===== src/hdl/npcs_pkg.sv =====
// Shared types and constants for the nearest palette color search block.
package npcs_pkg;

  // Field widths of the stream words and the count register
  localparam int COLOR_W = 8;
  localparam int ENTRY_W = 8;
  localparam int CNT_W   = 9;

  // Distance arithmetic widths
  localparam int SQ_W   = 2 * COLOR_W;
  localparam int SUM_W  = SQ_W + 2;
  localparam int BEST_W = 20;

  // Running best starts above any reachable distance sum
  localparam logic [BEST_W-1:0] BEST_INIT = 20'd999999;

  // Reset value of the entry count register
  localparam logic [CNT_W-1:0] COUNT_RESET = 9'd256;

  // Item kind codes carried in tuser
  localparam logic KIND_LOAD  = 1'b0;
  localparam logic KIND_QUERY = 1'b1;

  // One 24-bit palette color, red in the top byte
  typedef struct packed {
    logic [COLOR_W-1:0] red;
    logic [COLOR_W-1:0] green;
    logic [COLOR_W-1:0] blue;
  } rgb_t;

  // Squared channel differences of one entry against the query
  typedef struct packed {
    logic [SQ_W-1:0] red;
    logic [SQ_W-1:0] green;
    logic [SQ_W-1:0] blue;
  } sq_t;

endpackage


===== src/hdl/npcs_dist.sv =====
// Distance stage: squared red, green and blue differences, registered.
module npcs_dist #(
  parameter int IDX_W = 8
) (
  input  logic               clk,
  input  logic               rst_n,
  input  logic               in_vld,
  input  logic [IDX_W-1:0]   in_idx,
  input  npcs_pkg::rgb_t     entry,
  input  npcs_pkg::rgb_t     query,
  output logic               sq_vld_r,
  output logic [IDX_W-1:0]   sq_idx_r,
  output npcs_pkg::sq_t      sq_r
);

  logic [npcs_pkg::COLOR_W-1:0] d_red;
  logic [npcs_pkg::COLOR_W-1:0] d_green;
  logic [npcs_pkg::COLOR_W-1:0] d_blue;
  npcs_pkg::sq_t                sq_nxt;

  // Absolute differences
  always_comb begin
    d_red   = (entry.red > query.red) ? entry.red - query.red : query.red - entry.red;
    d_green = (entry.green > query.green) ? entry.green - query.green
                                          : query.green - entry.green;
    d_blue  = (entry.blue > query.blue) ? entry.blue - query.blue : query.blue - entry.blue;
  end

  // Three 8x8 squares
  always_comb begin
    sq_nxt.red   = npcs_pkg::SQ_W'(d_red) * npcs_pkg::SQ_W'(d_red);
    sq_nxt.green = npcs_pkg::SQ_W'(d_green) * npcs_pkg::SQ_W'(d_green);
    sq_nxt.blue  = npcs_pkg::SQ_W'(d_blue) * npcs_pkg::SQ_W'(d_blue);
  end

  // Valid tag
  always_ff @(posedge clk) begin
    if (!rst_n) begin
      sq_vld_r <= 1'b0;
    end else begin
      sq_vld_r <= in_vld;
    end
  end

  // Payload
  always_ff @(posedge clk) begin
    sq_idx_r <= in_idx;
    sq_r     <= sq_nxt;
  end

endmodule


===== config.mk =====
export PLATFORM = sky130hd
export DESIGN_NAME = npcs_dist
export DESIGN_NICKNAME = d
export VERILOG_FILES = /design/src/hdl/npcs_pkg.sv /design/src/hdl/npcs_dist.sv
export SDC_FILE = /design/constraint.sdc
export NUM_CORES = 1
export LEC_CHECK = 0
export ABC_AREA = 1
export ABC_CLOCK_PERIOD_IN_PS = 11010
export BUFFER_PORTS_ARGS = -buffer_cell sky130_fd_sc_hd__buf_2
export CELL_PAD_IN_SITES_DETAIL_PLACEMENT = 1
export CELL_PAD_IN_SITES_GLOBAL_PLACEMENT = 2
export CORE_MARGIN = 5
export CORE_UTILIZATION = 24
export CTS_BUF_LIST = sky130_fd_sc_hd__clkbuf_4
export DETAILED_ROUTE_END_ITERATION = 6
export MAX_ROUTING_LAYER = met4
export PLACE_DENSITY = 0.57
export SLEW_MARGIN = 20
export SYNTH_ARGS = -nofsm -noshare
export SYNTH_HDL_FRONTEND = slang
export SYNTH_SLANG_ARGS = --single-unit

===== constraint.sdc =====
create_clock -name clk -period 11.01 [get_ports clk]
set_input_delay 1.6515 -clock clk [delete_from_list [all_inputs] [get_ports clk]]
set_output_delay 1.6515 -clock clk [all_outputs]
set_load 0.03 [all_outputs]

Yosys cells after proc, flatten, opt, wreduce, memory -nomap -nowiden
Index checks and enable logic that the tools add are counted.
{"block": "classes", "addsub": 6, "multipliers": 3, "order_cmp": 3, "mux": 3}
{"op": "multiplier 8 x 8 -> 16 bit", "count": 3}
{"op": "subtractor 8 bit", "count": 6}
{"op": "> comparator 8 bit", "count": 3}
{"op": "2-to-1 mux 8 bit", "count": 3}
{"block": "totals", "reg_bits": 57, "in_bits": 59, "out_inout_bits": 57, "wordCells": 20}

Depth between registers and ports, before layout
Gate-level depths: netlist of the first run.
{"block": "logic_depth", "depth_word": 3, "depth_mapped": 33, "ltp_nobuf": 33}

Worst setup path after synthesis of the first run
OpenSTA, ideal clock, no wires.
{"block": "synth_path", "path_type": "input port to flip-flop", "from": "input port entry[16] (netlist name)", "to": "register sq_r[45] (netlist name)", "setup_time_ns": 0.127, "arrival_ns": 6.447, "t_required_ns": 10.883, "setup_slack_ns": 4.437, "path_stages": 27, "n_path_buf": 0, "cell_sequence": "inv_1 ha_1 inv_1 fa_1 nand3_1 nand3_1 nand2_1 nand2_1 nand2_2 inv_2 nand2_1 nand2_2 nor2_1 inv_1 fa_1 inv_1 fa_1 inv_1 fa_1 fa_1 inv_1 ha_1 a21oi_1 o21ai_0 a21oi_1 o21ai_0 xor2_1"}
{"item": "from (decl)", "line": "npcs_dist.sv:9", "text": "input npcs_pkg::rgb_t entry,"}
{"item": "to (signal assigned)", "line": "npcs_dist.sv:48", "text": "sq_r <= sq_nxt;"}
{"item": "to (decl)", "line": "npcs_dist.sv:13", "text": "output npcs_pkg::sq_t sq_r"}

==> impl_metrics.tcl, run 1 <==
set metrics [dict create \
    critPathLaunchType "input port" \
    die_area_um2 38700 \
    grt_use_total 0.121 \
    globalRouteOverflowTotal 0 \
    unrepaired_setup_endpoints_after_global_routing "no" \
    root_buffer "clkbuf_4" \
    cpMostUsedCell "inv_1" \
    area.growth.synth_to_final_pct 13.3 \
    hold_buffers 0 \
    report.final.setup_viol 0 \
    total_count_of_max_transition_violations_in_the_final_report 0 \
    worst_setup_path_class "in -> reg" \
    cp.required_ps 11370 \
    post_route_cells_drive_above_1_share 0.146 \
    max_freq_mhz 147 \
    worstPathMaxFanout 8 \
    worst_min_delay_path_class "in -> reg" \
    grt_first_pass_wirelength_um 37700 \
    die_w_um 197 \
    layout.cells.most_common_list "inv_1 (241), nand2_1 (212), ha_1 (133)" \
    mean_syn_cell_area_um2 7.50 \
    hpwl_dp_um 19300 \
    synth.yosys.warnings 0 \
    first_global_vias 7618 \
    post_synth_inst_count 1115 \
    fin_setup_tns_ps 0 \
    synth_sequential_area_ratio 0.129 \
    grt_start_max_net_pins 20 \
    io_pins 116 \
    gp_routability_congestion 0.737 \
    fin_crit_ps 6790 \
    slowest_delay_ps 540 \
    share_of_the_clock_period_used_by_the_worst_path 0.617 \
    antenna_left 0 \
    die_height_um 197 \
    outcome "finished clean" \
    rows 68 \
    cell_at_the_slowest_stage_of_the_critical_path "fa_1" \
    initial_drt_pass_iterations 4 \
    detail_route.wl_per_cell_um 13.0 \
    post-route-drc-count 0 \
    floorplan.core_area_um2 34500 \
    clock_sinks 54 \
    cts_buffers 5 \
    synth_area_um2 8360 \
    cts_resized 0 \
    initial_core_util 0.243 \
    max-cap-violations 0 \
    cts.path.max_buffers 2 \
    numPortBuffers 112 \
    detailroute.via_count 6906 \
    path_clk_slew_ps 200 \
    finalHoldViolations 0 \
    critPathArrivalTime_ps 7150 \
    final_common_cell "inv_1" \
    design.final.nets 1492 \
    fillers 4262 \
    postSynthRegisterBits 54 \
    cts-htree-levels 2 \
    synthDistinctLibCells 37 \
    antenna_found_initial 2 \
    routed_via_density 4.11 \
    cts_tree "done" \
    first_iter_violations 197 \
    postRouteWirelength_um 21800 \
    postCtsSetupRepairBufs 0 \
    critPathCaptureType "register" \
]
## cells by family (layout without fill, tap and decap cells)
logic type                 count (synthesis)  in the layout  share of synthesized area
and+or+nand+nor                          409            409                      0.218
buffers and inverters                    269            374                      0.126
adders and majority gates                212            212                      0.388
AOI/OAI and AO/OA                        102            102                     0.0667
xor gates and xnor gates                  68             68                     0.0712
DFF                                       54             54                      0.129
other                                      1              5                   0.000449
## through the flow
stage	instances	worst slack [ps]	util	hold slack (ps)	cell area, um^2
CTS	1677	4130	0.275	1210	9470
finish	1679	4220	0.275	1280	9480
detailed placement	1669	3610	0.273	1760	9410
global placement	1669	3670	0.273	1750	9410
floorplan	1117	4440	-	1680	8370
global route	1679	3570	0.275	1220	9480
## registers in the layout, indices dropped and copies added (netlist names)
name and count:
sq_vld_r 1, sq_idx_r 8, sq_r 45
## cell usage after synthesis
| cell type | count | share of area |
|---|---|---|
| nand3_1 | 45 | 0.027 |
| fa_1 | 79 | 0.19 |
| nand2_2 | 21 | 0.016 |
| o21ai_0 | 18 | 0.011 |
| conb_1 | 1 | 0.00045 |
| o31ai_1 | 1 | 0.00090 |
| nand3_2 | 2 | 0.0024 |
| a211oi_1 | 2 | 0.0018 |
| nor2_2 | 4 | 0.0030 |
| xnor2_1 | 31 | 0.032 |
| nor2_1 | 93 | 0.042 |
| a21oi_1 | 58 | 0.035 |
| buf_4 | 6 | 0.0054 |
| nand4_2 | 1 | 0.0015 |
| o21bai_1 | 9 | 0.0081 |
| a21boi_0 | 2 | 0.0018 |
| and2_1 | 1 | 0.00075 |
| nand2_1 | 212 | 0.095 |
| o21a_1 | 1 | 0.00090 |
| a21o_1 | 4 | 0.0036 |
| inv_1 | 241 | 0.11 |
| or2_2 | 1 | 0.00075 |
| xor2_1 | 37 | 0.039 |
| nor2_4 | 4 | 0.0054 |
| inv_4 | 1 | 0.00075 |
| nand2_4 | 10 | 0.013 |
| nor3_2 | 2 | 0.0024 |
| buf_2 | 5 | 0.0030 |
| nor3_1 | 6 | 0.0036 |
| clkbuf_1 | 3 | 0.0013 |
| dfxtp_1 | 54 | 0.13 |
| o21ai_1 | 7 | 0.0042 |
| nand4_1 | 7 | 0.0052 |
| ha_1 | 133 | 0.20 |
| inv_2 | 11 | 0.0049 |
| buf_6 | 1 | 0.0013 |
| inv_6 | 1 | 0.0010 |
## layer usage
| layer | share of wire | global-route usage |
|---|---|---|
| met1 | 0.52 | 0.167 |
| met2 | 0.44 | 0.194 |
| met3 | 0.024 | 0.0183 |
| met4 | 0.0072 | 0.0177 |
| met5 | 0 | - |
## final timing paths
check	cells past startpoint	from	end	slack, ps
worst min-delay path	1	in_idx[3]	sq_idx_r[3]	1280
worst max-delay path	28	entry[8]	sq_r[28]	4220
## worst max-delay path, delay by kind of cell
| family | cells | cell delay, ps |
|---|---|---|
| xor+xnor | 1 | 160 |
| fa+ha+maj | 7 | 3010 |
| compound gates | 4 | 810 |
| buf+inv | 8 | 650 |
| simple gates | 8 | 870 |
## final cells by class
type                            count  area, um^2  share of cell area
Sequential cell                    54        1080               0.114
Clock buffer                        5        37.5             0.00396
Tap cell                          455         569              0.0601
Multi-Input combinational cell    794        6230               0.658
Inverter                          254         961               0.101
Antenna cell                        2        5.00            0.000528
Clock inverter                      3        28.8             0.00304
Timing Repair Buffer              112         561              0.0591
Power of run 1 is not shown: default switching activity piles up to over one toggle a cycle in this logic, so the estimate is an artifact.
==> run 2, diff against run 1 <==
ABC_CLOCK_PERIOD_IN_PS = 5800   (was 11010)
PLACE_DENSITY = 0.59   (was 0.57)
clock period = 5.8 ns   (was 11.01 ns; I/O delays follow)
==> run 2 against run 1 <==
Net effect: routed wire length up 6.1%; critical path type unchanged; core utilization up 4.6 points; first-iteration DRC count down 25%; largest cell class unchanged.
==> impl_metrics.tcl, run 2 (synthesis results as in run 1) <==
set metrics [dict create \
    outcome "finished clean" \
    cts.path.max_buffers 2 \
    postRouteWirelength_um 23100 \
    max_freq_mhz 184 \
    cp.required_ps 6170 \
    first_global_vias 8283 \
    finalHoldViolations 0 \
    crit_path_start "entry[8]" \
    fin_setup_tns_ps 0 \
    initial_core_util 0.243 \
    report.final.setup_viol 0 \
    cpMostUsedCell "inv_1" \
    gp_routability_congestion 0.757 \
    detail_route.wl_per_cell_um 12.3 \
    floorplan.core_area_um2 34500 \
    worstPathMaxFanout 6 \
    hpwl_dp_um 20900 \
    final_common_cell "inv_1" \
    die_w_um 197 \
    worst_setup_path_class "in -> reg" \
    detailroute.via_count 7699 \
    critPathCaptureType "register" \
    area.growth.synth_to_final_pct 32.4 \
    antenna_left 0 \
    share_of_the_clock_period_used_by_the_worst_path 0.936 \
    rows 68 \
    post_route_cells_drive_above_1_share 0.278 \
    io_pins 116 \
    critical_path.endpoint "sq_r[26]" \
    cts_buffers 5 \
    clock_sinks 54 \
    total_count_of_max_transition_violations_in_the_final_report 0 \
    post-route-drc-count 0 \
    die_height_um 197 \
    worst_hold_slack_ps 510 \
    grt_first_pass_wirelength_um 39900 \
    worst_min_delay_path_class "in -> reg" \
    path_clk_slew_ps 200 \
    hold_start "in_idx[7]" \
    fin_crit_ps 5430 \
    grt_start_max_net_pins 20 \
    worst_slack_ps 373 \
    unrepaired_setup_endpoints_after_global_routing "no" \
    cts-htree-levels 2 \
    pre_cts_ws_ps -366 \
    critPathArrivalTime_ps 5800 \
    initial_drt_pass_iterations 4 \
    die_area_um2 38700 \
    largestRegisters "sq_r (45), sq_idx_r (8), sq_vld_r (1)" \
    layout.cells.most_common_list "inv_1 (241), nand2_1 (212), buf_4 (203)" \
    max-cap-violations 0 \
    cts_tree "done" \
    fillers 4323 \
    largest_register "sq_r" \
    number_of_flip_flops_under_the_largest_register_name 45 \
    root_buffer "clkbuf_4" \
    grt_use_total 0.128 \
    numPortBuffers 112 \
    cell_at_the_slowest_stage_of_the_critical_path "fa_1" \
    first_iter_violations 147 \
    antenna_found_initial 1 \
    routed_via_density 4.09 \
    critPathLaunchType "input port" \
    design.final.nets 1695 \
    globalRouteOverflowTotal 0 \
    slowest_delay_ps 540 \
    hold_buffers 0 \
]
[run 2: what timing repair did]
item | 4_1_cts | 5_1_grt
hold endpoints to repair | 0 | 0
setup buffers | 0 | 0
setup endpoints to repair | 0 | 12
resized for setup | 0 | 22
[run 2: worst min path at each step]
stage,end,slack [ps],cells past startpoint
floorplan,sq_idx_r[0],900,0
finish,sq_idx_r[7],510,1
global placement,sq_idx_r[0],970,1
CTS,sq_idx_r[5],450,1
detailed placement,sq_idx_r[6],970,1
global route,sq_idx_r[1],450,1
[run 2: per-stage QoR]
stage | std cells | cell area (um^2) | util
floorplan | 1117 | 8370 | -
global placement | 1872 | 10900 | 0.317
detailed placement | 1872 | 10900 | 0.317
CTS | 1880 | 11000 | 0.319
global route | 1881 | 11100 | 0.321
finish | 1881 | 11100 | 0.321
[run 2: final cells by class]
cell class,count,area (um^2),area share
Antenna cell,1,2.50,0.000226
Clock buffer,5,37.5,0.00339
Sequential cell,54,1080,0.0977
Tap cell,455,569,0.0514
Timing Repair Buffer,315,2080,0.188
Clock inverter,3,28.8,0.00260
Inverter,254,961,0.0868
Multi-Input combinational cell,794,6300,0.569
[run 2: layer usage]
metal,vias to the layer above,part of all wire,GRT usage
li1,3998,-,-
met1,3621,0.51,0.175
met2,70,0.46,0.208
met5,-,0,-
met4,0,0.0091,0.0193
met3,10,0.024,0.0161
[run 2: worst max-delay path, delay by kind of cell]
kind,cells,cell delay (ps)
fa+ha+maj,7,2590
compound gates,1,300
buf+inv,11,970
simple gates,10,950
xor+xnor,1,120
Power of run 2 is left out for the same reason.
